[config.mk]
export PLATFORM = sky130hd
export DESIGN_NAME = ivr_front
export DESIGN_NICKNAME = d
export VERILOG_FILES = /design/src/hdl/ivr_pkg.sv /design/src/hdl/ivr_front.sv
export SDC_FILE = /design/constraint.sdc
export NUM_CORES = 1
export LEC_CHECK = 0
export ABC_AREA = 1
export BUFFER_PORTS_ARGS = -buffer_cell sky130_fd_sc_hd__clkbuf_2
export CAP_MARGIN = 5
export CELL_PAD_IN_SITES_DETAIL_PLACEMENT = 0
export CELL_PAD_IN_SITES_GLOBAL_PLACEMENT = 1
export CORE_MARGIN = 1
export CORE_UTILIZATION = 44
export DETAILED_ROUTE_END_ITERATION = 8
export PLACE_DENSITY = 0.88
export SLEW_MARGIN = 10
export SYNTH_ARGS = -nofsm -noshare
export SYNTH_HDL_FRONTEND = slang
export SYNTH_SLANG_ARGS = --single-unit
[constraint.sdc]
create_clock -name i_clk -period 5.5 [get_ports i_clk]
set_clock_uncertainty 0.05 [all_clocks]
set_input_delay 1.1 -clock i_clk [delete_from_list [all_inputs] [get_ports i_clk]]
set_output_delay 1.1 -clock i_clk [all_outputs]
set_load 0.05 [all_outputs]
[src/hdl/ivr_pkg.sv]
// ivr_pkg: shared types and constants for the inverse-variance rebin core
// (queue item, divider request/response, register indexes, fixed widths).
// no dependencies
package ivr_pkg;

    localparam int MAX_GROUP_DEF    = 256;
    localparam int MAX_OUT_BINS_DEF = 65536;

    localparam int CW         = 32;   // content / error width
    localparam int GS_W       = 9;    // group_size register width
    localparam int OB_W       = 16;   // out_bin width
    localparam int ADDR_W     = 3;    // apb byte address width
    localparam int QDEPTH     = 2;    // front/back queue depth
    localparam int DIV_NUM_W  = 80;   // dividend shift register width
    localparam int DIV_CNT_W  = 7;

    localparam logic [DIV_CNT_W-1:0] REC_STEPS  = 7'd65;  // 2^64 / d
    localparam logic [DIV_CNT_W-1:0] FRAC_STEPS = 7'd80;  // n * 2^16 / d

    typedef enum logic [0:0] {
        REG_GROUP_SIZE = 1'b0
    } t_reg_idx;

    // one classified bin as queued between front and back
    typedef struct packed {
        logic [CW-1:0] mag;      // |content|
        logic          neg;      // content < 0
        logic [CW-1:0] err;
        logic          first;
        logic          skip;     // error is zero
        logic          unit;     // error of one raw unit, weight saturates
    } t_item;

    typedef struct packed {
        logic                  start;
        logic [DIV_NUM_W-1:0]  num;    // dividend, msb first
        logic [63:0]           den;
        logic [DIV_CNT_W-1:0]  steps;
    } t_div_req;

    typedef struct packed {
        logic        done;
        logic [63:0] quot;
        logic        ovf;    // quotient did not fit 64 bits
    } t_div_rsp;

endpackage

[src/hdl/ivr_front.sv]
// ivr_front: input transaction intake, bin classification and the short
// queue toward the back end. depends on ivr_pkg
module ivr_front (
    input  logic                   i_clk,
    input  logic                   i_rst_n,
    input  logic                   i_valid,
    output logic                   o_stall,
    input  logic [ivr_pkg::CW-1:0] i_content,
    input  logic [ivr_pkg::CW-1:0] i_bin_error,
    input  logic                   i_first_bin,
    input  logic                   i_pop,
    output logic                   o_q_valid,
    output ivr_pkg::t_item         o_q_item
);

    localparam int PW = (ivr_pkg::QDEPTH > 1) ? $clog2(ivr_pkg::QDEPTH) : 1;
    localparam int CNT_W = $clog2(ivr_pkg::QDEPTH + 1);
    localparam logic [PW-1:0] LAST = PW'(ivr_pkg::QDEPTH - 1);
    localparam logic [CNT_W-1:0] FULL = CNT_W'(ivr_pkg::QDEPTH);

    ivr_pkg::t_item r_mem [ivr_pkg::QDEPTH];
    logic [PW-1:0]    r_wr, r_rd, n_wr, n_rd;
    logic [CNT_W-1:0] r_cnt, n_cnt;
    ivr_pkg::t_item   item;
    logic             push, pop;

    always_comb begin
        item.neg   = i_content[ivr_pkg::CW-1];
        item.mag   = i_content[ivr_pkg::CW-1] ? (~i_content + 1'b1) : i_content;
        item.err   = i_bin_error;
        item.first = i_first_bin;
        item.skip  = (i_bin_error == '0);
        item.unit  = (i_bin_error == ivr_pkg::CW'(1));
    end

    assign o_stall   = (r_cnt == FULL);
    assign o_q_valid = (r_cnt != '0);
    assign o_q_item  = r_mem[r_rd];
    assign push      = i_valid && !o_stall;
    assign pop       = i_pop && o_q_valid;

    always_comb begin
        n_wr  = push ? ((r_wr == LAST) ? '0 : r_wr + 1'b1) : r_wr;
        n_rd  = pop  ? ((r_rd == LAST) ? '0 : r_rd + 1'b1) : r_rd;
        n_cnt = r_cnt + CNT_W'(push) - CNT_W'(pop);
    end

    always_ff @(posedge i_clk) begin
        if (!i_rst_n) begin
            r_wr  <= '0;
            r_rd  <= '0;
            r_cnt <= '0;
        end else begin
            r_wr  <= n_wr;
            r_rd  <= n_rd;
            r_cnt <= n_cnt;
        end
    end

    always_ff @(posedge i_clk) begin
        if (push) begin
            r_mem[r_wr] <= item;
        end
    end

endmodule

# Yosys cells after proc, flatten, opt, wreduce, memory -nomap -nowiden
# Memories as Yosys holds them, arrays and structs flattened. A register that Yosys moved wholly into a read port is not among the register bits.
# Index checks and enable logic that the tools add are counted.
# word_totals
regBits	4
wordCells	24
inputBits	69
ramBits	136
n_memories	1
# classes
mux	7
bitwise	1
n_addsub	5
n_eq_ne	2
n_reduce_logical	5
# memory_table
memory	depth	word_bits	rd	rd_clocked_by_memory_dff	wr	line	source
r_mem	2	68	1	1	1	ivr_front.sv:21	ivr_pkg::t_item r_mem [ivr_pkg::QDEPTH];
# op_table
op	count
$add A32 B1 Y32 const B	1
$eq A32 B1 Y1 const B	1
$logic_not A32 Y1	1
$mux W32	1
$not A32 Y32	1
$mux W1	6
$add A1 B1 Y1 const B	2
$add A2 B1 Y2	1
$eq A2 B2 Y1 const B	1
$logic_and A1 B1 Y1	2
$reduce_bool A2 Y1	1
$sub A2 B1 Y2	1
$logic_not A1 Y1	1

# Depth between registers and ports, before layout
# logic_depth
depth_word	5
mapped_depth	9

# Worst setup path before layout
# No wires, ideal clock.
# synth_timing
kind	input-to-reg
startpoint	input i_valid
endpoint	memory r_mem[0][0] in the netlist's numbering (enable)
cell_stages	2
t_arrival_ns	4.018
required_ns	4.956
path_buffers	0
slack_ns	0.938
cell_sequence	o21ai_2 -> nor2_1
# synth_via
elab_chain_cells	3
# synth_rtl
element	line	source
start: declaration	ivr_front.sv:6	input logic i_valid,
$logic_and A1 B1 Y1	ivr_front.sv:39	assign push = i_valid && !o_stall;
$mux W1	ivr_front.sv:61	if (push) begin
$mux W1 (not written as such)	ivr_front.sv:62	r_mem[r_wr] <= item;
end: declaration	ivr_front.sv:21	
# No other way between the ends.

==> impl_metrics.ini <==
[clock_network]
clkSlewWorstSetupHoldPaths_ns = 0.06
cts_setup_buffers = 0
cts_resized = 0
cts_tree = built
h-tree-depth = 4
clock_path_buffers = 2
clockRootBuffer = clkbuf_16
cts_made_buffers = 17
worstSkewPairLatency_ns = 0.41
clock-sinks = 141
hold_buffers = 0

[synth]
synth.top_cell.area_share_pct = 64.5
synth.area.top_cells = edfxtp_1 (65%), mux2_2 (8.9%), nand2_1 (5.5%)
synth_warnings = 0
synth_top_family_by_area = simple AND/OR/NAND/NOR gates
synth_compound_area_share_pct = 1.28
synth-xor-area-share_pct = 2.21
syn_inst = 479
synth_mux_area_share_pct = 13.2
synth-seq-cells = 141
synth.distinct_cells = 28
yosys.area_share.simple_pct = 13.6
synth_area_mm2 = 0.00633
yosysSeqAreaShare_pct = 66.1
synth_area_leader_cell = edfxtp_1
syn-num-nets = 551
avgSynthCellArea_um2 = 13.2
synth_fa_ha_area_share_pct = 0.593

[routing]
ant_nets = 0
wl_mm = 12.6
dr.pass1.iters = 4
route.met2.wl_mm = 6.10
dr_wl_met3_um = 890
top_layer_used = met4
met1_length_mm = 5.45
routed_via_density = 4.87
dr.first_iter.drc_count = 175
drc = 0
num_vias = 3989
wire_per_inst_um = 15.3

[global_route]
grt_pass1_vias = 3994
grt_start_max_net_pins = 69
grt_remaining_overflow = 0
track_usage_pct = 18.0
grt_pass1_wl_mm = 19.6
antenna_found_initial = 0

[timing]
setup-tns-final_ns = 0
finalHoldViolations = 0
slew_headroom_pct = 31.9
setup_viol = 0
worst_pin_slew_ns = 1.02
fin_crit_ns = 3.29
finalMaxSlewViolations = 0
holdWs_ns = 0.414
period_share_pct = 59.7
rsz0062_at_grt = false
fmax_mhz = 304

[pwr]
p_per_area_mw_per_mm2 = 496
total_power_w = 0.00386
cellLeakagePower_nw = 3.11
ir_drop_uv = 289

[final_layout]
drive_gt1_share_pct = 40.8
antenna-diode-count = 0
fin_area_mm2 = 0.00778
syn_to_final_growth_pct = 22.9
nNetsFinal = 699

[critical_path]
critPathCaptureType = output pin
cp_slowest_cell = dfxtp_4
startpoint_type = flip-flop
worstPathArrival_ns = 2.14
critPathKind = flip-flop to output pin
cp_cell_sequence = mux2_2 -> clkbuf_2
path_max_fanout = 68
cp.required_ns = 4.35
worst-path-buf-inv = 1
crit_path_max_incr_delay_ns = 1.03
cpLargestDelayFamily = flip-flops

[floorplanning]
initial_utilization_pct = 45.4
dieHeight_um = 122
fp-row-count = 43
dieArea_mm2 = 0.0149
boundaryPins = 139
die_w_um = 122
core_area_mm2 = 0.0139

[place]
post-dp-hpwl_mm = 8.96
numPortBuffers = 138
place_area_mm2 = 0.00719
gp_congestion = 0.868

[status]
status = finished clean

[hold_path]
hold_path_class = flip-flop to flip-flop

[run]
cap_violations = 0
==> stage by stage <==
stage	worst slack, ns	utilization [%]	std cells
global route	2.11	55.8	819
CTS	2.17	55.8	819
detailed placement	2.35	51.6	788
floorplan	0.938	-	479
global placement	2.44	51.6	788
finish	2.21	55.8	819
==> state kept, by name (all words and copies together) (netlist names), named ones only <==
register	flops
r_wr	1
r_rd	1
r_cnt	2
r_mem	136
==> synthesized netlist by cell type <==
cell / number
o21ai_2: 1
nand3b_1: 3
o21ai_0: 7
nor4_1: 3
a21oi_1: 4
xor2_1: 5
nand2_1: 92
xnor2_1: 11
o211ai_1: 1
or2_1: 1
buf_4: 2
nand2_4: 1
nand4_1: 2
buf_6: 5
nor2_4: 3
nand2_2: 10
ha_1: 3
mux2_4: 18
dfxtp_1: 5
nand3_1: 17
inv_1: 28
nor3_1: 1
mux2_2: 50
o21ai_1: 2
nor2_2: 6
nor2_1: 58
edfxtp_1: 136
buf_2: 4
==> kinds of logic after synthesis <==
logic type                 count (synthesis)
muxes                                     68
adders and majority gates                  3
buffers and inverters                     39
AOI/OAI and AO/OA                         15
DFF                                      141
and+or+nand+nor                          197
xor gates and xnor gates                  16
==> layout make-up <==
class	instances	area (um2)
Timing Repair Buffer	140	706
Clock buffer	19	433
Fill cell	1146	6150
Sequential cell	141	4190
Tap cell	180	225
Multi-Input combinational cell	299	1970
Inverter	28	105
Clock inverter	12	160
==> metal layers <==
layer | vias to the layer above | track usage (%)
met1 | 1872 | 21.8
met4 | 0 | 6.17
met5 | - | 0
met3 | 11 | 5.71
met2 | 126 | 30.3
li1 | 1980 | -
==> worst paths after layout <==
| check | startpoint | end | slack, ns | cells after the start |
|---|---|---|---|---|
| setup reg to reg | r_cnt[0] | r_mem[0][63] | 3.20 | 3 |
| hold reg to reg | r_rd | flip-flop | 0.41 | 1 |
| setup / recovery | flip-flop | o_q_item[29] | 2.21 | 2 |
| hold / removal | r_rd | flip-flop | 0.41 | 1 |
==> power by group <==
part,total (W),internal [W],switching [W]
clock,0.00114,0.000714,0.000422
combinational,0.00123,0.000352,0.000881
sequential,0.00149,0.00138,0.000105
total,0.00386,0.00245,0.00141
==> cell usage in the layout (no fill, tap or decap), drive strengths merged <==
cell,instances
a21oi,4
buf,2
bufinv,3
clkbuf,157
clkinv,5
clkinvlp,1
dfxtp,5
edfxtp,136
ha,3
inv,31
mux2,68
nand2,103
nand3,17
nand3b,3
nand4,2
nor2,67
nor3,1
nor4,3
o211ai,1
o21ai,10
or2,1
xnor2,11
xor2,5
Power figures use the tool's default switching activity.
