**src/hdl/ivr_pkg.sv**
```systemverilog
// ivr_pkg: shared types and constants for the inverse-variance rebin core
// (queue item, divider request/response, register indexes, fixed widths).
// no dependencies
package ivr_pkg;

    localparam int MAX_GROUP_DEF    = 256;
    localparam int MAX_OUT_BINS_DEF = 65536;

    localparam int CW         = 32;   // content / error width
    localparam int GS_W       = 9;    // group_size register width
    localparam int OB_W       = 16;   // out_bin width
    localparam int ADDR_W     = 3;    // apb byte address width
    localparam int QDEPTH     = 2;    // front/back queue depth
    localparam int DIV_NUM_W  = 80;   // dividend shift register width
    localparam int DIV_CNT_W  = 7;

    localparam logic [DIV_CNT_W-1:0] REC_STEPS  = 7'd65;  // 2^64 / d
    localparam logic [DIV_CNT_W-1:0] FRAC_STEPS = 7'd80;  // n * 2^16 / d

    typedef enum logic [0:0] {
        REG_GROUP_SIZE = 1'b0
    } t_reg_idx;

    // one classified bin as queued between front and back
    typedef struct packed {
        logic [CW-1:0] mag;      // |content|
        logic          neg;      // content < 0
        logic [CW-1:0] err;
        logic          first;
        logic          skip;     // error is zero
        logic          unit;     // error of one raw unit, weight saturates
    } t_item;

    typedef struct packed {
        logic                  start;
        logic [DIV_NUM_W-1:0]  num;    // dividend, msb first
        logic [63:0]           den;
        logic [DIV_CNT_W-1:0]  steps;
    } t_div_req;

    typedef struct packed {
        logic        done;
        logic [63:0] quot;
        logic        ovf;    // quotient did not fit 64 bits
    } t_div_rsp;

endpackage

```
**src/hdl/ivr_div.sv**
```systemverilog
// ivr_div: shared restoring divider, one quotient bit per cycle
// used for weight reciprocals, the group mean and the error reciprocal. depends on ivr_pkg
module ivr_div (
    input  logic              i_clk,
    input  logic              i_rst_n,
    input  ivr_pkg::t_div_req i_req,
    output ivr_pkg::t_div_rsp o_rsp
);

    logic [64:0]                       r_rem, n_rem, rem_sh;
    logic [ivr_pkg::DIV_NUM_W-1:0]     r_num, n_num;
    logic [63:0]                       r_den, n_den, r_quo, n_quo;
    logic                              r_ovf, n_ovf, r_busy, n_busy, r_done, n_done;
    logic [ivr_pkg::DIV_CNT_W-1:0]     r_cnt, n_cnt;
    logic                              ge;

    assign rem_sh = {r_rem[63:0], r_num[ivr_pkg::DIV_NUM_W-1]};
    assign ge     = (rem_sh >= {1'b0, r_den});

    always_comb begin
        n_rem  = r_rem;
        n_num  = r_num;
        n_den  = r_den;
        n_quo  = r_quo;
        n_ovf  = r_ovf;
        n_cnt  = r_cnt;
        n_busy = r_busy;
        n_done = 1'b0;
        if (i_req.start) begin
            n_rem  = '0;
            n_num  = i_req.num;
            n_den  = i_req.den;
            n_quo  = '0;
            n_ovf  = 1'b0;
            n_cnt  = i_req.steps;
            n_busy = 1'b1;
        end else if (r_busy) begin
            n_rem = ge ? (rem_sh - {1'b0, r_den}) : rem_sh;
            n_num = {r_num[ivr_pkg::DIV_NUM_W-2:0], 1'b0};
            n_quo = {r_quo[62:0], ge};
            n_ovf = r_ovf | r_quo[63];
            n_cnt = r_cnt - 1'b1;
            if (r_cnt == ivr_pkg::DIV_CNT_W'(1)) begin
                n_busy = 1'b0;
                n_done = 1'b1;
            end
        end
    end

    always_ff @(posedge i_clk) begin
        if (!i_rst_n) begin
            r_busy <= 1'b0;
            r_done <= 1'b0;
        end else begin
            r_busy <= n_busy;
            r_done <= n_done;
        end
    end

    always_ff @(posedge i_clk) begin
        r_rem <= n_rem;
        r_num <= n_num;
        r_den <= n_den;
        r_quo <= n_quo;
        r_ovf <= n_ovf;
        r_cnt <= n_cnt;
    end

    assign o_rsp.done = r_done;
    assign o_rsp.quot = r_quo;
    assign o_rsp.ovf  = r_ovf;

endmodule

```
**config.mk**
```make
export PLATFORM = sky130hd
export DESIGN_NAME = ivr_div
export DESIGN_NICKNAME = d
export VERILOG_FILES = /design/src/hdl/ivr_pkg.sv /design/src/hdl/ivr_div.sv
export SDC_FILE = /design/constraint.sdc
export NUM_CORES = 1
export LEC_CHECK = 0
export ABC_CLOCK_PERIOD_IN_PS = 4100
export BUFFER_PORTS_ARGS = -buffer_cell sky130_fd_sc_hd__buf_4
export CORE_MARGIN = 2
export CORE_UTILIZATION = 40
export DETAILED_ROUTE_END_ITERATION = 10
export PLACE_DENSITY = 0.65
export SLEW_MARGIN = 20
export SYNTH_ARGS = -nofsm -noshare
export SYNTH_HDL_FRONTEND = slang
export SYNTH_SLANG_ARGS = --single-unit
```
**constraint.sdc**
```tcl
create_clock -name i_clk -period 4.1 [get_ports i_clk]
set_input_delay 1.025 -clock i_clk [delete_from_list [all_inputs] [get_ports i_clk]]
set_output_delay 1.025 -clock i_clk [all_outputs]
set_load 0.005 [all_outputs]
```
# == Word-level counts from Yosys, hierarchy flattened ==
# Cells that the tools add are included.
# totals
reg_bits,282
latch_bits,0
ram_bits,0
romBits,0
input_bits,154
output_inout_bits,66
wordCells,26
n_memories,0
# classes
addsub,2
n_mul,0
div,0
n_lt_le_gt_ge,1
n_eq_ne,1
shift,0
n_mux,9
bitwise_logic,3
n_reduce_logical,2
# ops
cell,count
80-bit two-way mux,2
65-bit by 64-bit >= comparator with 1-bit output,1
64-bit two-way mux,1
64-bit subtractor,1
7-bit two-way mux,2
7-bit by 1-bit equality test with 1-bit output (second input constant),1
7-bit by 1-bit subtractor with 7-bit output (second input constant),1
1-bit two-way mux,4
3-bit OR reduction,1
1-bit NOT,2
2-bit nonzero test,1
1-bit bitwise OR,1

# == Depth between registers and ports, before layout ==
# Gate-level depths: netlist of run 1.
# depth
word_depth,4
depth_mapped,16
mapped_depth_nobuf,14

# == Least setup slack after synthesis of run 1 ==
# OpenSTA, ideal clock, no wires.
# synth_path
kind,in2reg
start,input i_req[151] (netlist bit)
end,register r_cnt[0] (netlist bit) (enable)
setup_time_ns,0.440
arrival_time_ns,3.173
slack_ns,0.487
stages,3
path_buffers,1
path_cell_list,clkbuf_1 nor2_1 inv_1
# synth_via
elab_chain_len,1
# synth_lines
element,line_no,rtl
from (decl),ivr_div.sv:6,"input ivr_pkg::t_div_req i_req,"
2-bit nonzero test (no line),--,
to (signal assigned),ivr_div.sv:66,r_cnt <= n_cnt;
to (decl),ivr_div.sv:14,"logic [ivr_pkg::DIV_CNT_W-1:0] r_cnt, n_cnt;"
# Every way passes these cells.
# A chain may end at the register's enable or synchronous reset.

# == Final worst setup path of run 1 ==
# layout_path
start,register r_den[0]
end,register r_rem[50]
# layout_via
elab_chain_len,2
elab_cells_between_ends,3
classes_between,1 x add/sub; 1 x order compare; 1 x mux
# layout_lines
element,line_no,rtl
from (decl),ivr_div.sv:12,"logic [63:0] r_den, n_den, r_quo, n_quo;"
from (signal assigned),ivr_div.sv:63,r_den <= n_den;
64-bit subtractor or 65-bit by 64-bit >= comparator with 1-bit output (tied branches),"ivr_div.sv:38, ivr_div.sv:18",
64-bit two-way mux (*),ivr_div.sv:38,"n_rem = ge ? (rem_sh - {1'b0, r_den}) : rem_sh;"
to (signal assigned),ivr_div.sv:61,r_rem <= n_rem;
to (decl),ivr_div.sv:10,"logic [64:0] r_rem, n_rem, rem_sh;"
# Every way passes the cells marked *; elsewhere a longest branch is shown, timed or not.

==> results of run 1 <==
placed cells by master (no fill, tap or decap), types with 30 or more instances in the layout:
cell,count
nand2_1,117
clkbuf_16,34
edfxtp_1,151
a21o_1,30
mux2i_1,71
inv_1,81
a21oi_1,85
o21ai_0,100
a211oi_1,39
xnor2_1,31
ha_1,66
mux2_2,80
dfxtp_1,130
xor2_1,33
buf_4,229
nor2_1,163
worst max-delay path, stage by stage, from the launching register on:
cell,delay [ps]
edfxtp_1,380
ha_1,220
fa_1,400
nand2b_1,180
a21o_1,170
a31oi_1,300
a41o_1,360
a41oi_1,150
nor2_1,370
a21oi_1,230
o21ai_0,330
xor2_1,180
nand2_1,70
a311oi_1,270
per-layer routing:
metal  track usage [%]  up-vias  wire length [um]  share of wire, %
met4              5.98        4               953               2.6
met3              6.61       76              3270               8.9
met2              31.5      347             16900                46
met5                 0        -                30             0.082
met1              23.0     5317             15500                42
li1                  -     5680                 -                 -
Yosys cell counts (6+ instances only):
cell,instances,area (sq um)
and2_1,8,50.1
o21a_1,6,45.0
inv_1,82,308
a21o_1,30,225
mux2_2,80,901
nor2_1,163,612
o21ai_0,100,500
ha_1,66,826
a21oi_1,85,425
dfxtp_1,131,2620
o211ai_1,7,52.6
o21bai_1,11,82.6
a31oi_1,10,62.6
a311oi_1,21,184
nand2b_1,6,37.5
nor3_1,15,75.1
edfxtp_1,151,4530
clkbuf_1,57,214
nand4_1,19,119
nand3_1,23,115
mux2i_1,71,711
nand2_1,117,439
buf_1,10,37.5
xor2_1,33,289
buf_2,10,50.1
a22o_1,6,52.6
and3_1,9,56.3
a211oi_1,39,293
xnor2_1,31,272
through the flow:
| step | std cells | total power, mW | setup WS (ps) |
|---|---|---|---|
| 2_1_floorplan | 1469 | 4.34 | 487 |
| 3_3_place_gp | 2086 | 4.73 | 527 |
| 3_5_place_dp | 2086 | 4.75 | 471 |
| 4_1_cts | 2147 | 7.82 | 403 |
| 5_1_grt | 2147 | 8.09 | 99.8 |
| 6_report | 2147 | 7.73 | 391 |
final timing paths:
| kind | to | cells past startpoint |
|---|---|---|
| max | r_rem[50]$_SDFFE_PP0P_ | 13 |
| min | r_rem[16]$_SDFFE_PP0P_ | 2 |
| max reg2reg | r_rem[50]$_SDFFE_PP0P_ | 13 |
| min reg2reg | r_rem[16]$_SDFFE_PP0P_ | 2 |
area by class of cell:
class	count	area (sq um)	area share [%]
clock buffer	44	898	5.01
inverter	82	309	1.72
sequential	282	7160	40.0
tap	468	586	3.27
clock inverter	17	209	1.17
timing repair buffer	234	1800	10.0
multi-input combinational	1020	6960	38.8
cells by family (layout without fill, tap and decap cells):
group,Yosys count,count (layout),share of synthesized area [%]
and+or+nand+nor,385,385,11.5
muxes,151,151,10.9
xor gates and xnor gates,64,64,3.79
buffers and inverters,167,377,4.65
DFF,282,282,48.3
adders and majority gates,67,67,5.71
AOI/OAI and AO/OA,353,353,15.2
registers in the layout, indices dropped and copies added, names as in the netlist:
name and flops:
r_rem 64, r_quo 64, r_den 64, r_ovf 1, r_busy 1, r_done 1, r_cnt 7, r_num 80
power groups by stage:
stage,combinational [mW],clock [mW],sequential [mW]
after floorplan,1.01,0,3.32
after CTS,1.41,3.12,3.30
final,1.40,3.03,3.30
after global placement,1.38,0,3.35
after global routing,1.56,3.21,3.32
after detailed placement,1.40,0,3.35
==> run metrics, run 1 <==
drc violations 0; status finished, final reports clean; switching portion of total power 27.3%; number of synthesis warnings 0; Rows 70; drt initial violations roughly 770; P_sw 2.11 mW; vias per inst 5.32; Clk pwr share 39.2%; Max Cap Viol 0; final core occ 49.1%; mapped cell area 14800 sq um; Synth async-reset ratio 0%; drt total wl ~37 mm; sequential fraction of the synthesis area 48.3%; fill count 3359; fin area between 15000 and 20000 sq um; Worst-path clk slew 60 ps; post-route ant nets 0; pwr dens 431 nW/um^2; maximum VDD drop 355 uV; antenna violations before repair 2; clock root cell clkbuf_16; CP Class reg -> reg; cts repair resizes 0; largest net degree at the start of global routing between 100 and 150; setup violators final 0; Crit. End Element flip-flop; Worst-Skew Late Latency around 530 ps; P_int 5.62 mW; Area after DPL 16800 sq um; min cycle time layout 3710 ps; DR WL/cell 17.1 um; TNS Setup 0 ps; hold_sp r_rem[16]$_SDFFE_PP0P_; Starting Density between 40% and 50%; Lkg Pwr 7.43 nW; Gate power share 18.2%; # hold bufs at CTS 0; IO Port Bufs between 200 and 250; hold slack final between 400 and 500 ps; die width slightly below 200 um; period utilization 90.5%; Post-synth EDFFs 151; Clock Path Buffers 3; H-tree levels 2; Seq cells post-synth 282; die area ~39000 sq um; RSZ-0062 raised after global routing false; Mapped Nets roughly 1700; vias in the first global route 11400; R2R setup slack between 300 and 400 ps; syn_area_per_cell 10.1 sq um; Final Slew Violations 0; Synth-to-Final Area Change 21.0%; clk_skew ~9 ps; sequential power share 42.6%; synthesized instance count 1469; CTS Buf Count 34; crit path max fanout 5; Hold WC Path Type reg -> reg; first-pass GRT wire length 58.7 mm; RR Startpoint r_den[0]$_DFFE_PP_; DIE HEIGHT roughly 200 um; # IOs 220; antenna cells 0; crit path from r_den[0]$_DFFE_PP_; setup bufs post-CTS 0; Crit path arrival time 4150 ps; dominant synthesized flop cell edfxtp_1; Nets 1875; Startpoint Class flip-flop; clk sinks 282; Final Hold Viols 0; Least-Margin Pin Slew 1050 ps; Pre-Repair DR Iteration Count 5; share of post-route cells with drive strength above 1 22.2%; core area 36500 sq um; Worst Path Required 4540 ps; GR Util All Layers 18.9%; via count between 10000 and 15000; max_slew headroom 30.2%; Netlist cell types 67; CTS tree built; gpl congestion 0.924; final global-route overflow total 0; Post-DP HPWL 25.9 mm; f_max 0.270 GHz
Note: power is estimated with default switching activity, not from simulation.
==> inputs of run 2 (changes only) <==
- GPL_TIMING_DRIVEN: default -> 0
==> run 2 against run 1 <==
Setup slack got worse by 110 ps. Final cell count up 3.2%. Utilization grew 0.49 points. Non-clock buffer count increased by 71.
==> run metrics, run 2 (same netlist as run 1, synthesis figures left out) <==
status finished, final reports clean (unchanged); Max Cap Viol 0 (unchanged); Hold WC Path Type reg -> reg (unchanged); post-route ant nets 0 (unchanged); hold slack final 472 ps (was 463 ps); switching portion of total power 28.4% (was 27.3%); vias per inst 5.35 (was 5.32); die area 38600 sq um (unchanged); Slowest cell on crit path fa_1 (unchanged); Final Slew Violations 0 (unchanged); # IOs 220 (unchanged); fin area 18100 sq um (was 17900 sq um); core area 36500 sq um (unchanged); commonest non-fill, non-tap cell in the layout buf_4 (unchanged); Starting Density 40.5% (unchanged); IO Port Bufs 219 (unchanged); clk sinks 282 (unchanged); Lkg Pwr 7.50 nW (was 7.43 nW); setup violators final 0 (unchanged); pwr dens 419 nW/um^2 (was 431 nW/um^2); first-pass GRT wire length 64.3 mm (was 58.7 mm); RSZ-0062 raised after global routing false (unchanged); share of post-route cells with drive strength above 1 21.9% (was 22.2%); CP top delay family compound AO/OA/AOI/OAI gates (unchanged); gpl congestion 0.923 (was 0.924); sequential power share 43.4% (was 42.6%); TNS Setup 0 ps (unchanged); Crit. End Element flip-flop (unchanged); antenna violations before repair 1 (was 2); GR Util All Layers 21.0% (was 18.9%); H-tree levels 1 (was 2); Gate power share 19.3% (was 18.2%); Startpoint Class flip-flop (unchanged); period utilization 93.2% (was 90.5%); crit path max fanout 5 (unchanged); clock root cell clkbuf_16 (unchanged); Final Hold Viols 0 (unchanged); largest net degree at the start of global routing 67 (was 136); Buf/Inv on CP 1 (was 0); drt initial violations 765 (was 771); Cell Count Post-Placement 2157 (was 2086); maximum VDD drop 395 uV (was 355 uV); Largest stage delay, worst path 400 ps (about the same); drt total wl 40.9 mm (was 36.7 mm); Cell Count, Final, Fillers Out 2215 (was 2147); f_max 0.262 GHz (was 0.270 GHz); cts repair resizes 0 (unchanged); number of flip-flops in the largest register 80 (unchanged); Pre-Repair DR Iteration Count 5 (unchanged); fill count 3382 (was 3359); Rows 70 (unchanged); Worst-path clk slew 60 ps (about the same); commonest non-fill, non-tap cells in the layout 223 x buf_4, 162 x nor2_1, 151 x edfxtp_1, 131 x dfxtp_1, 117 x nand2_1 (was 229 x buf_4, 163 x nor2_1, 151 x edfxtp_1, 130 x dfxtp_1, 117 x nand2_1); final global-route overflow total 0 (unchanged); die width 196 um (unchanged); max_slew headroom 32.8% (was 30.2%); Nets 1943 (was 1875); DR WL/cell 18.5 um (was 17.1 um); CP Class reg -> reg (unchanged); antenna cells 0 (unchanged); CTS tree built (unchanged); Pwr Total 7.58 mW (was 7.73 mW); CP cell instances inv_1, ha_1, fa_1, nand2b_1, a21o_1, a31oi_1, a41o_1, a41oi_1, nor2_2, a21oi_1, o21ai_0, a21oi_1, xor2_1, o21ai_0 (was ha_1, fa_1, nand2b_1, a21o_1, a31oi_1, a41o_1, a41oi_1, nor2_1, a21oi_1, o21ai_0, xor2_1, nand2_1, a311oi_1); Area after DPL 17100 sq um (was 16800 sq um); Reg with most FFs r_num (unchanged); Clock Path Buffers 3 (unchanged); R2R setup slack 280 ps (was 390 ps); CTS Buf Count 31 (was 34); worst slack at placement 150 ps (was 471 ps); Least-Margin Pin Slew 1000 ps (was 1050 ps); DIE HEIGHT 196 um (unchanged); clk_skew 16.4 ps (was 8.88 ps); Worst Path Required 4580 ps (was 4540 ps); setup bufs post-CTS 0 (unchanged); P_sw 2.16 mW (was 2.11 mW); via count 11900 (was 11400); Synth-to-Final Area Change 22.2% (was 21.0%); # hold bufs at CTS 0 (unchanged); P_int 5.43 mW (was 5.62 mW); Setup WS post-layout 277 ps (was 391 ps); Crit path arrival time 4300 ps (was 4150 ps); vias in the first global route 11900 (was 11400); min cycle time layout 3820 ps (was 3710 ps); Clk pwr share 37.2% (was 39.2%); Worst-Skew Late Latency 600 ps (was 530 ps); drc violations 0 (unchanged); Post-DP HPWL 30.0 mm (was 25.9 mm); final core occ 49.6% (was 49.1%)
run 2: layout make-up:
class / instances / area (sq um) / area share, %
sequential: 282 / 7160 / 39.5
buffer: 85 / 383 / 2.12
inverter: 82 / 310 / 1.71
clock inverter: 14 / 149 / 0.823
multi-input combinational: 1020 / 6980 / 38.5
clock buffer: 44 / 875 / 4.83
tap: 468 / 586 / 3.24
timing repair buffer: 220 / 1660 / 9.19
run 2: worst paths after layout:
kind,depth (start not counted),start,to
min reg2reg,2,r_rem[2]$_SDFFE_PP0P_,r_rem[2]$_SDFFE_PP0P_
min,2,r_rem[2]$_SDFFE_PP0P_,r_rem[2]$_SDFFE_PP0P_
max,14,r_num[79]$_DFFE_PP_,r_rem[54]$_SDFFE_PP0P_
max reg2reg,14,r_num[79]$_DFFE_PP_,r_rem[54]$_SDFFE_PP0P_
run 2: power by group through the flow:
| stage | Clock, mW | Sequential, mW | Combinational, mW |
|---|---|---|---|
| 2_1_floorplan | 0 | 3.32 | 1.01 |
| 3_3_place_gp | 0 | 3.35 | 1.43 |
| 3_5_place_dp | 0 | 3.35 | 1.44 |
| 4_1_cts | 2.90 | 3.29 | 1.45 |
| 5_1_grt | 3.00 | 3.31 | 1.62 |
| 6_report | 2.82 | 3.29 | 1.47 |
run 2: tightest hold or removal path: stages (launching register included):
cell	delay, ps
dfxtp_1	320
nand2_1	60
nand2_1	40
run 2: layer usage:
metal / wire, um / GRT usage [%]
met5: 13 / 0
met4: 1200 / 6.65
met3: 3560 / 7.20
met2: 18600 / 34.4
met1: 17500 / 26.0
