<file path="config.mk">
export PLATFORM = sky130hd
export DESIGN_NAME = ivr_back
export DESIGN_NICKNAME = d
export VERILOG_FILES = /design/src/hdl/ivr_pkg.sv /design/src/hdl/ivr_back.sv
export SDC_FILE = /design/constraint.sdc
export NUM_CORES = 2
export LEC_CHECK = 0
export BUFFER_PORTS_ARGS = -buffer_cell sky130_fd_sc_hd__buf_2
export CAP_MARGIN = 10
export CORE_AREA = 2 2 403 405
export DETAILED_ROUTE_END_ITERATION = 16
export DIE_AREA = 0 0 405 407
export HOLD_SLACK_MARGIN = 0.08
export PLACE_DENSITY = 0.72
export SYNTH_ARGS = -nofsm -noshare
export SYNTH_HDL_FRONTEND = slang
export SYNTH_SLANG_ARGS = --single-unit
</file>
<file path="constraint.sdc">
create_clock -name i_clk -period 26.3 [get_ports i_clk]
set_input_delay 2.63 -clock i_clk [delete_from_list [all_inputs] [get_ports i_clk]]
set_output_delay 2.63 -clock i_clk [all_outputs]
set_load 0.03 [all_outputs]
</file>
<file path="src/hdl/ivr_pkg.sv">
// ivr_pkg: shared types and constants for the inverse-variance rebin core
// (queue item, divider request/response, register indexes, fixed widths).
// no dependencies
package ivr_pkg;

    localparam int MAX_GROUP_DEF    = 256;
    localparam int MAX_OUT_BINS_DEF = 65536;

    localparam int CW         = 32;   // content / error width
    localparam int GS_W       = 9;    // group_size register width
    localparam int OB_W       = 16;   // out_bin width
    localparam int ADDR_W     = 3;    // apb byte address width
    localparam int QDEPTH     = 2;    // front/back queue depth
    localparam int DIV_NUM_W  = 80;   // dividend shift register width
    localparam int DIV_CNT_W  = 7;

    localparam logic [DIV_CNT_W-1:0] REC_STEPS  = 7'd65;  // 2^64 / d
    localparam logic [DIV_CNT_W-1:0] FRAC_STEPS = 7'd80;  // n * 2^16 / d

    typedef enum logic [0:0] {
        REG_GROUP_SIZE = 1'b0
    } t_reg_idx;

    // one classified bin as queued between front and back
    typedef struct packed {
        logic [CW-1:0] mag;      // |content|
        logic          neg;      // content < 0
        logic [CW-1:0] err;
        logic          first;
        logic          skip;     // error is zero
        logic          unit;     // error of one raw unit, weight saturates
    } t_item;

    typedef struct packed {
        logic                  start;
        logic [DIV_NUM_W-1:0]  num;    // dividend, msb first
        logic [63:0]           den;
        logic [DIV_CNT_W-1:0]  steps;
    } t_div_req;

    typedef struct packed {
        logic        done;
        logic [63:0] quot;
        logic        ovf;    // quotient did not fit 64 bits
    } t_div_rsp;

endpackage

</file>
<file path="src/hdl/ivr_back.sv">
// ivr_back: per-bin weight and accumulation sequencer, group close-out
// (mean, reciprocal, square root) and the output register. depends on ivr_pkg
module ivr_back #(
    parameter int MAX_GROUP    = ivr_pkg::MAX_GROUP_DEF,
    parameter int MAX_OUT_BINS = ivr_pkg::MAX_OUT_BINS_DEF
) (
    input  logic                     i_clk,
    input  logic                     i_rst_n,
    input  logic [ivr_pkg::GS_W-1:0] i_group_size,
    input  logic                     i_q_valid,
    input  ivr_pkg::t_item           i_q_item,
    output logic                     o_pop,
    output ivr_pkg::t_div_req        o_div_req,
    input  ivr_pkg::t_div_rsp        i_div_rsp,
    output logic                     o_valid,
    input  logic                     i_stall,
    output logic [ivr_pkg::CW-1:0]   o_mean,
    output logic [ivr_pkg::CW-1:0]   o_mean_error,
    output logic [ivr_pkg::OB_W-1:0] o_out_bin,
    output logic                     o_empty_res,
    output logic                     o_saturated
);

    localparam int FW = $clog2(MAX_GROUP + 1);
    localparam logic [16:0] G_MAX    = 17'(MAX_GROUP);
    localparam logic [16:0] OB_LAST  = 17'(MAX_OUT_BINS - 1);
    localparam logic [63:0] I64_MAX  = 64'h7FFF_FFFF_FFFF_FFFF;
    localparam logic [63:0] U64_MAX  = 64'hFFFF_FFFF_FFFF_FFFF;

    typedef enum logic [12:0] {
        ST_IDLE = 13'b0000000000001,
        ST_SQ   = 13'b0000000000010,
        ST_RECW = 13'b0000000000100,
        ST_WADD = 13'b0000000001000,
        ST_MLO  = 13'b0000000010000,
        ST_MHI  = 13'b0000000100000,
        ST_MSAT = 13'b0000001000000,
        ST_ACC  = 13'b0000010000000,
        ST_FILL = 13'b0000100000000,
        ST_MEAN = 13'b0001000000000,
        ST_RECE = 13'b0010000000000,
        ST_SQRT = 13'b0100000000000,
        ST_OUT  = 13'b1000000000000
    } t_state;

    t_state r_state, n_state;

    // current bin
    logic [31:0] r_mag, n_mag, r_e, n_e;
    logic        r_neg, n_neg;
    logic [63:0] r_w, n_w, r_plo, n_plo, r_phi, n_phi, r_m, n_m;
    // group accumulators
    logic signed [63:0] r_csum, n_csum;
    logic [63:0]        r_wsum, n_wsum;
    logic [FW-1:0]      r_fill, n_fill;
    logic [15:0]        r_nob, n_nob;
    logic               r_sat, n_sat;
    // group result
    logic        r_gneg, n_gneg;
    logic [31:0] r_rmean, n_rmean, r_rerr, n_rerr;
    logic        r_rempty, n_rempty, r_rsat, n_rsat;
    // square root
    logic [63:0] r_sv, n_sv, r_sr, n_sr, r_sb, n_sb;
    // divider request
    ivr_pkg::t_div_req r_div, n_div;
    // output register
    logic        r_ovalid, n_ovalid;
    logic [31:0] r_omean, n_omean, r_oerr, n_oerr;
    logic [15:0] r_obin, n_obin;
    logic        r_oempty, n_oempty, r_osat, n_osat;

    logic [31:0] mul_a, mul_b;
    logic [63:0] mul_p;
    logic [16:0] g_eff, gs17;
    logic        grp_done;
    logic [64:0] wsum_x, csum_x;
    logic signed [63:0] t_add;
    logic [63:0] low48, limit, csum_mag, trial, q32cap;
    logic        slot_free;

    // shared multiplier: error square, then content times both weight halves
    always_comb begin
        unique case (r_state)
            ST_MLO:  begin mul_a = r_mag; mul_b = r_w[31:0];  end
            ST_MHI:  begin mul_a = r_mag; mul_b = r_w[63:32]; end
            default: begin mul_a = r_e;   mul_b = r_e;        end
        endcase
    end
    assign mul_p = 64'(mul_a) * 64'(mul_b);

    always_comb begin
        gs17 = 17'(i_group_size);
        if (gs17 == '0) begin
            g_eff = 17'd1;
        end else if (gs17 > G_MAX) begin
            g_eff = G_MAX;
        end else begin
            g_eff = gs17;
        end
    end
    assign grp_done = ((17'(r_fill) + 17'd1) >= g_eff);

    assign wsum_x   = {1'b0, r_wsum} + {1'b0, r_w};
    assign t_add    = r_neg ? -$signed(r_m) : $signed(r_m);
    assign csum_x   = {r_csum[63], r_csum} + {t_add[63], t_add};
    assign low48    = {16'd0, r_plo[63:16]};
    assign limit    = (I64_MAX - low48) >> 16;
    assign csum_mag = r_csum[63] ? (64'd0 - r_csum) : r_csum;
    assign trial    = r_sr + r_sb;
    assign q32cap   = r_gneg ? 64'h8000_0000 : 64'h7FFF_FFFF;
    assign slot_free = !r_ovalid || !i_stall;
    assign o_pop    = (r_state == ST_IDLE);

    always_comb begin
        n_state = r_state;
        n_mag = r_mag; n_e = r_e; n_neg = r_neg; n_w = r_w;
        n_plo = r_plo; n_phi = r_phi; n_m = r_m;
        n_csum = r_csum; n_wsum = r_wsum; n_fill = r_fill; n_nob = r_nob; n_sat = r_sat;
        n_gneg = r_gneg; n_rmean = r_rmean; n_rerr = r_rerr;
        n_rempty = r_rempty; n_rsat = r_rsat;
        n_sv = r_sv; n_sr = r_sr; n_sb = r_sb;
        n_div = r_div;
        n_div.start = 1'b0;
        n_ovalid = r_ovalid && i_stall;
        n_omean = r_omean; n_oerr = r_oerr; n_obin = r_obin;
        n_oempty = r_oempty; n_osat = r_osat;

        unique case (r_state)
            ST_IDLE: begin
                if (i_q_valid) begin
                    n_mag = i_q_item.mag;
                    n_neg = i_q_item.neg;
                    n_e   = i_q_item.err;
                    if (i_q_item.first) begin
                        n_csum = '0;
                        n_wsum = '0;
                        n_fill = '0;
                        n_sat  = 1'b0;
                        n_nob  = '0;
                    end
                    priority if (i_q_item.skip) begin
                        n_state = ST_FILL;
                    end else if (i_q_item.unit) begin
                        n_w     = U64_MAX;
                        n_sat   = 1'b1;
                        n_state = ST_WADD;
                    end else begin
                        n_state = ST_SQ;
                    end
                end
            end
            ST_SQ: begin
                n_div.start = 1'b1;
                n_div.num   = {1'b1, {(ivr_pkg::DIV_NUM_W-1){1'b0}}};
                n_div.den   = mul_p;
                n_div.steps = ivr_pkg::REC_STEPS;
                n_state     = ST_RECW;
            end
            ST_RECW: begin
                if (i_div_rsp.done) begin
                    n_w     = i_div_rsp.quot;
                    n_state = ST_WADD;
                end
            end
            ST_WADD: begin
                if (wsum_x[64]) begin
                    n_wsum = U64_MAX;
                    n_sat  = 1'b1;
                end else begin
                    n_wsum = wsum_x[63:0];
                end
                n_state = ST_MLO;
            end
            ST_MLO: begin
                n_plo   = mul_p;
                n_state = ST_MHI;
            end
            ST_MHI: begin
                n_phi   = mul_p;
                n_state = ST_MSAT;
            end
            ST_MSAT: begin
                if (r_phi > limit) begin
                    n_m   = I64_MAX;
                    n_sat = 1'b1;
                end else begin
                    n_m = (r_phi << 16) + low48;
                end
                n_state = ST_ACC;
            end
            ST_ACC: begin
                if (csum_x[64] != csum_x[63]) begin
                    n_csum = csum_x[64] ? $signed(64'h8000_0000_0000_0000)
                                        : $signed(I64_MAX);
                    n_sat  = 1'b1;
                end else begin
                    n_csum = $signed(csum_x[63:0]);
                end
                n_state = ST_FILL;
            end
            ST_FILL: begin
                if (!grp_done) begin
                    n_fill  = r_fill + 1'b1;
                    n_state = ST_IDLE;
                end else if (r_wsum == '0) begin
                    n_rmean  = '0;
                    n_rerr   = '0;
                    n_rempty = 1'b1;
                    n_rsat   = r_sat;
                    n_state  = ST_OUT;
                end else begin
                    n_gneg      = r_csum[63];
                    n_rempty    = 1'b0;
                    n_div.start = 1'b1;
                    n_div.num   = {csum_mag, 16'd0};
                    n_div.den   = r_wsum;
                    n_div.steps = ivr_pkg::FRAC_STEPS;
                    n_state     = ST_MEAN;
                end
            end
            ST_MEAN: begin
                if (i_div_rsp.done) begin
                    if (i_div_rsp.ovf || (i_div_rsp.quot > q32cap)) begin
                        n_rmean = r_gneg ? (32'd0 - q32cap[31:0]) : q32cap[31:0];
                        n_rsat  = 1'b1;
                    end else begin
                        n_rmean = r_gneg ? (32'd0 - i_div_rsp.quot[31:0])
                                         : i_div_rsp.quot[31:0];
                        n_rsat  = r_sat;
                    end
                    if (r_wsum == 64'd1) begin
                        n_rerr  = 32'hFFFF_FFFF;
                        n_rsat  = 1'b1;
                        n_state = ST_OUT;
                    end else begin
                        n_div.start = 1'b1;
                        n_div.num   = {1'b1, {(ivr_pkg::DIV_NUM_W-1){1'b0}}};
                        n_div.den   = r_wsum;
                        n_div.steps = ivr_pkg::REC_STEPS;
                        n_state     = ST_RECE;
                    end
                end
            end
            ST_RECE: begin
                if (i_div_rsp.done) begin
                    n_sv    = i_div_rsp.quot;
                    n_sr    = '0;
                    n_sb    = 64'h4000_0000_0000_0000;
                    n_state = ST_SQRT;
                end
            end
            ST_SQRT: begin
                if (r_sb == '0) begin
                    if (r_sr[63:32] != '0) begin
                        n_rerr = 32'hFFFF_FFFF;
                        n_rsat = 1'b1;
                    end else begin
                        n_rerr = r_sr[31:0];
                    end
                    n_state = ST_OUT;
                end else begin
                    if (r_sv >= trial) begin
                        n_sv = r_sv - trial;
                        n_sr = (r_sr >> 1) + r_sb;
                    end else begin
                        n_sr = r_sr >> 1;
                    end
                    n_sb = r_sb >> 2;
                end
            end
            ST_OUT: begin
                if (slot_free) begin
                    n_ovalid = 1'b1;
                    n_omean  = r_rmean;
                    n_oerr   = r_rerr;
                    n_obin   = r_nob;
                    n_oempty = r_rempty;
                    n_osat   = r_rsat;
                    n_csum   = '0;
                    n_wsum   = '0;
                    n_fill   = '0;
                    n_sat    = 1'b0;
                    n_nob    = (17'(r_nob) >= OB_LAST) ? '0 : r_nob + 1'b1;
                    n_state  = ST_IDLE;
                end
            end
            default: n_state = ST_IDLE;
        endcase
    end

    always_ff @(posedge i_clk) begin
        if (!i_rst_n) begin
            r_state     <= ST_IDLE;
            r_csum      <= '0;
            r_wsum      <= '0;
            r_fill      <= '0;
            r_nob       <= '0;
            r_sat       <= 1'b0;
            r_div.start <= 1'b0;
            r_ovalid    <= 1'b0;
        end else begin
            r_state     <= n_state;
            r_csum      <= n_csum;
            r_wsum      <= n_wsum;
            r_fill      <= n_fill;
            r_nob       <= n_nob;
            r_sat       <= n_sat;
            r_div.start <= n_div.start;
            r_ovalid    <= n_ovalid;
        end
    end

    always_ff @(posedge i_clk) begin
        r_mag <= n_mag; r_e <= n_e; r_neg <= n_neg; r_w <= n_w;
        r_plo <= n_plo; r_phi <= n_phi; r_m <= n_m;
        r_gneg <= n_gneg; r_rmean <= n_rmean; r_rerr <= n_rerr;
        r_rempty <= n_rempty; r_rsat <= n_rsat;
        r_sv <= n_sv; r_sr <= n_sr; r_sb <= n_sb;
        r_div.num <= n_div.num; r_div.den <= n_div.den; r_div.steps <= n_div.steps;
        r_omean <= n_omean; r_oerr <= n_oerr; r_obin <= n_obin;
        r_oempty <= n_oempty; r_osat <= n_osat;
    end

    assign o_div_req    = r_div;
    assign o_valid      = r_ovalid;
    assign o_mean       = r_omean;
    assign o_mean_error = r_oerr;
    assign o_out_bin    = r_obin;
    assign o_empty_res  = r_oempty;
    assign o_saturated  = r_osat;

    // no weighted content without weight
    a_csum_needs_weight: assert property (@(posedge i_clk) disable iff (!i_rst_n)
        (r_wsum == '0) |-> (r_csum == '0))
        else $error("weighted sum nonzero with zero weight sum");

    // an empty group reports zero mean and zero error
    a_empty_zero: assert property (@(posedge i_clk) disable iff (!i_rst_n)
        (r_ovalid && r_oempty) |-> (r_omean == '0 && r_oerr == '0))
        else $error("empty group with nonzero result");

    // divider start is only raised on entry to a state that waits for it
    a_div_start_wait: assert property (@(posedge i_clk) disable iff (!i_rst_n)
        r_div.start |-> (r_state == ST_RECW || r_state == ST_MEAN || r_state == ST_RECE))
        else $error("divider started outside a waiting state");

    // a new result only enters a free output slot
    a_out_slot: assert property (@(posedge i_clk) disable iff (!i_rst_n)
        (r_state == ST_OUT && r_ovalid && i_stall) |=> (r_state == ST_OUT))
        else $error("result left while output slot busy");

endmodule

</file>
* After elaboration in Yosys (flattened, before gate mapping)
Cells that the tools add are included.
Storage, ports and cells: register bits after elaboration 982, bits of input ports 147, output and inout port bits 236, logic and storage cells 215
Operators by class: add/sub/neg operators 14, multiply operators 1, order comparisons 6, equal/unequal tests 36, mux-type cells 89, bitwise operators 1, reductions and logical operators 37
Operators by type and width (count):
- $mux 64 | 19
- $mux 152 | 4
- $pmux 64 s2 | 4
- $pmux 152 s3 | 1
- $mux 32 | 12
- $pmux 64 s3 | 2
- $pmux 13 s13 | 1
- $add 64x64->65 | 2
- $logic_not 64->1 | 2
- $pmux 32 s2 | 2
- $mux 13 | 9
- $pmux 32 s3 | 1
- $add 63x64->64 | 1
- $add 64x48->64 | 1
- $add 64x64->64 | 1
- $eq 64x1->1 const B | 1
- $ge 64x64->1 | 1
- $gt 64x32->1 | 1
- $gt 64x48->1 | 1
- $mul 32x32->64 | 1
- $mux 16 | 4
- $neg 64->64 | 1
- $sub 1x32->32 const A | 2
- $sub 1x64->64 const A | 1
- 45 further kinds | 109

* Longest topological paths before layout
word-level depth 7, gate-level depth with buffers 38, mapped depth without buffers 34

* Worst setup path before layout
OpenSTA, ideal clock, no wires.
path type register -> register, from register r_state[7], to register r_div, in the netlist o_div_req[69], data pin, setup time 0.152 ns, arrival 11.306 ns, data required time 26.148 ns, path slack 14.841 ns, cell stages (with the launch flop) 36, path buffers 4, clock period less this slack 11.459 ns, cells stage by stage dfxtp_1 -> clkbuf_1 -> nor4_1 -> nand2_1 -> or3_1 -> nor3b_1 -> clkbuf_1 -> clkbuf_1 -> a221o_1 -> nand2_1 -> fa_1 -> inv_1 -> fa_1 -> inv_1 -> fa_1 -> fa_1 -> inv_1 -> fa_1 -> fa_1 -> fa_1 -> inv_1 -> fa_1 -> inv_1 -> ha_1 -> clkbuf_1 -> and3_1 -> nand2_1 -> or3_1 -> o221a_2 -> nand2_1 -> a21oi_1 -> o21ai_0 -> a311oi_1 -> or4b_2 -> o21a_1 -> o21ai_0
RTL lines:
- from (decl) | line ivr_back.sv:46 | t_state r_state, n_state;
- from (signal assigned) | line ivr_back.sv:302 | r_state <= n_state;
- to (decl) | line ivr_back.sv:65 | ivr_pkg::t_div_req r_div, n_div;

* Worst setup path after layout
from register r_state[7], to register r_plo[62], data pin
Between the ends: word-level cells in the longest chain between the ends 4, elaborated cells on any way between the ends 6, those cells by class mul (1); eq/ne (2); mux (2); reduce/logical (1)
Ends and longest elaborated chain:
- $eq 13x6->1 / $eq 13x5->1 (equally long branches) | line ivr_back.sv:83 | unique case (r_state)
- $reduce_or 2->1 (no source line)
- $mux 32 | line ivr_back.sv:83
- $mul 32x32->64 * | line ivr_back.sv:89 | assign mul_p = 64'(mul_a) * 64'(mul_b);
- named net mul_p[62] | line ivr_back.sv:73 | logic [63:0] mul_p;
- to (signal assigned) | line ivr_back.sv:315 | r_plo <= n_plo; r_phi <= n_phi; r_m <= n_m;
- to (decl) | line ivr_back.sv:51 | logic [63:0] r_w, n_w, r_plo, n_plo, r_phi, n_phi, r_m, n_m;
Mark *: on every way through the listed nets, which the timed path passes. The rest lies on a longest branch. A chain may end at the register's enable or synchronous reset.

==> key figures <==
Outcome
  – Outcome: complete, but fails checks
  – Failing checks: max-slew violations

Clock network
  – Root buffer cell: clkbuf_16
  – Post-CTS Resized: 0
  – Clock buffer depth: 3
  – Clk slew on worst S/H paths: 60 ps
  – Post-CTS Hold Fix Bufs: 0
  – Sink Count: roughly 910
  – H-Tree Depth: 3
  – Worst-Skew Late Latency: 750 ps
  – TritonCTS clock tree: yes
  – Post-CTS repair timing setup buffer count: 0
  – Inserted Clock Buffers: 102

Routing
  – DRC Markers: 0
  – Detailed Route WL: 314 mm
  – DR iter-0 viols: 7,490
  – Antenna-violating nets left: 0
  – First-pass DRT Iterations: 7
  – DR WL/cell: 26.8 µm
  – Vias per inst: 6.24
  – Vias after detailed routing: 73,100

Synth
  – Ys flop type: edfxtp_1
  – Syn Inst Count: 9,356
  – Post-synth top area share: 0.254
  – Area leader, netlist: edfxtp_1
  – List of most frequent post-synthesis cells: nand2_1 (1,002), nor2_1 (999), inv_1 (965), fa_1 (900), edfxtp_1 (745)
  – Yosys warns: 0
  – Mapped cell area: 87,900 µm²
  – Top area cells in the synthesized netlist: edfxtp_1 (25%), fa_1 (20%), ha_1 (8.5%)
  – Seq cells post-synth: 914
  – Post-synth ARST share: 0
  – Synth unique cells: 87
  – Avg Cell Area, Syn: 9.40 µm²
  – EDFF count, synth: 745
  – Most common cell in the netlist: nand2_1
  – Sequential-to-total area share from yosys stat: 0.293

Setup path
  – CP peak stage delay: 760 ps
  – FF-to-FF path depth: 34
  – Crit path top cell by count: fa_1
  – Crit-path slowest cell: buf_4
  – Crit path kind: reg -> reg
  – Crit path DAT: between 10,000 and 15,000 ps
  – CP startpoint kind: flop
  – Critical path startpoint: r_state[7]
  – Setup crit end kind: flop
  – Crit Path Max Fanout: 58
  – Worst R2R Start: r_state[7]
  – Worst EP required: ~27,000 ps

Min path
  – Hold path start: r_rmean[4]
  – Hold Crit Class: reg -> reg
  – Worst Hold Depth: 0

Global route
  – Initial antenna violation count: 33
  – First-pass GRT wire length: 463 mm
  – Met3 Use GR: 0.109
  – Met2 Usage GRT: 0.568
  – Vias in the first global route: 72,100
  – Largest net degree at the start of global routing: 123
  – Top Usage Layer GRT: met2
  – Tot GR Track Use: 0.380
  – Global-route met1 utilization: 0.505
  – Gr ovfl total: 0

STA
  – Final worst-path cycle share: 0.468
  – Final setup violation count: 0
  – Final Skew: 56.4 ps
  – Final Critical Period: about 12,000 ps
  – Final Hold Fails: 0
  – RSZ-0062 raised after global routing: false
  – Setup TNS Final: 0 ps
  – Max Slew Vio Count: 14
  – Max Fclk: approximately 0.08 GHz
  – Slew margin rel.: -0.0360
  – Worst-margin pin slew: 1550 ps

Placement
  – I/O Buffers: roughly 360
  – Post-DP HPWL: 247 mm
  – GP Congestion: ~1.1

Die
  – IO Pins: 383
  – Starting Density: 0.549
  – Row cnt: 147
  – Die H: 407 µm
  – Area of the core: ~160,000 µm²
  – Die X: 405 µm
  – Die Area: 165,000 µm²

Finish
  – Layout area overhead: 8.84%
  – Multi-input gate area: 57,100 µm²
  – Share of layout cells above drive strength 1: 0.0935
  – Final Net Count: 11,100
  – FILL cells: 13,800
  – FF/Latch Area: 25,800 µm²

Flow run
  – Max-Cap Viols: 0
[per-stage QoR]
stage | instance area, µm² | instances | utilization | setup WS [ps] | hold WS, ps
6_report | 95700 | 11700 | 0.597 | 14000 | 404
5_1_grt | 95700 | 11700 | 0.597 | 13740 | 419
4_1_cts | 95700 | 11700 | 0.597 | 14490 | 399
3_5_place_dp | 91900 | 11500 | 0.574 | 14580 | 405
3_3_place_gp | 91900 | 11500 | 0.574 | 14630 | 402
2_1_floorplan | 88000 | 9375 | - | 14840 | 400
[logic make-up after synthesis]
group	count (synthesis)	share of synthesized area
and+or+nand+nor	2917	0.150
xor gates and xnor gates	540	0.0538
AOI/OAI and AO/OA	1976	0.144
DFF	914	0.293
muxes	36	0.00451
adders and majority gates	1500	0.290
other	1	0.0000426
buffers and inverters	1472	0.0637
[layout make-up]
cell class              count  share of cell area
clock inverters            70              0.0103
well taps                2160              0.0282
diodes                      7            0.000183
multi-input cells        6989               0.596
clock buffers             123              0.0289
flip-flops and latches    914               0.269
repair buffers            487              0.0289
inverters                 967              0.0380
[layout by cell type (no fill, tap or decap), types with 22 or more instances in the layout]
cell type	n
ha_1	600
xnor2_1	272
nand4_1	123
edfxtp_1	745
fa_1	900
or2_2	82
nor2b_1	58
a22o_1	63
clkbuf_16	105
a31oi_1	94
nand2b_1	77
o21ai_0	464
and3_1	61
nand2_1	998
a21oi_1	521
a221o_1	36
xor2_1	268
a21o_1	253
dfxtp_1	168
buf_2	362
o21bai_1	68
or4_1	22
o31ai_1	59
nor3_1	90
nand3_1	97
mux2_2	29
buf_4	123
a311oi_1	47
or3_1	56
a21boi_0	22
inv_1	964
nor2_1	997
and2_1	99
o21a_1	72
a211oi_1	66
nor4_1	74
o211ai_1	25
[worst max-delay path: cells and delay by family (launching register included)]
kind	cells	cell delay, ps
compound gates	7	2170
xor+xnor	1	740
fa+ha+maj	9	4170
buf+inv	7	1720
simple gates	10	2650
flops	1	390
[worst paths after layout]
check,slack [ps],end
max,14000,r_plo[62]
min,400,o_mean[4]
max reg2reg,14000,r_plo[62]
min reg2reg,400,o_mean[4]
[registers in the layout (all words and copies together), names as in the netlist, 48 cells and up]
register	count
o_div_req	132
r_csum	64
r_m	64
r_phi	64
r_sr	64
r_sv	64
r_w	64
r_wsum	64
r_plo	48
[routing by layer]
layer | wire, µm | vias to the layer above
li1 | - | 32100
met1 | 125000 | 36400
met2 | 136000 | 3728
met3 | 35100 | 816
met4 | 17900 | 24
met5 | 170 | -
Power is not shown: default switching activity piles up to over one toggle a cycle in this logic, so the estimate is an artifact.
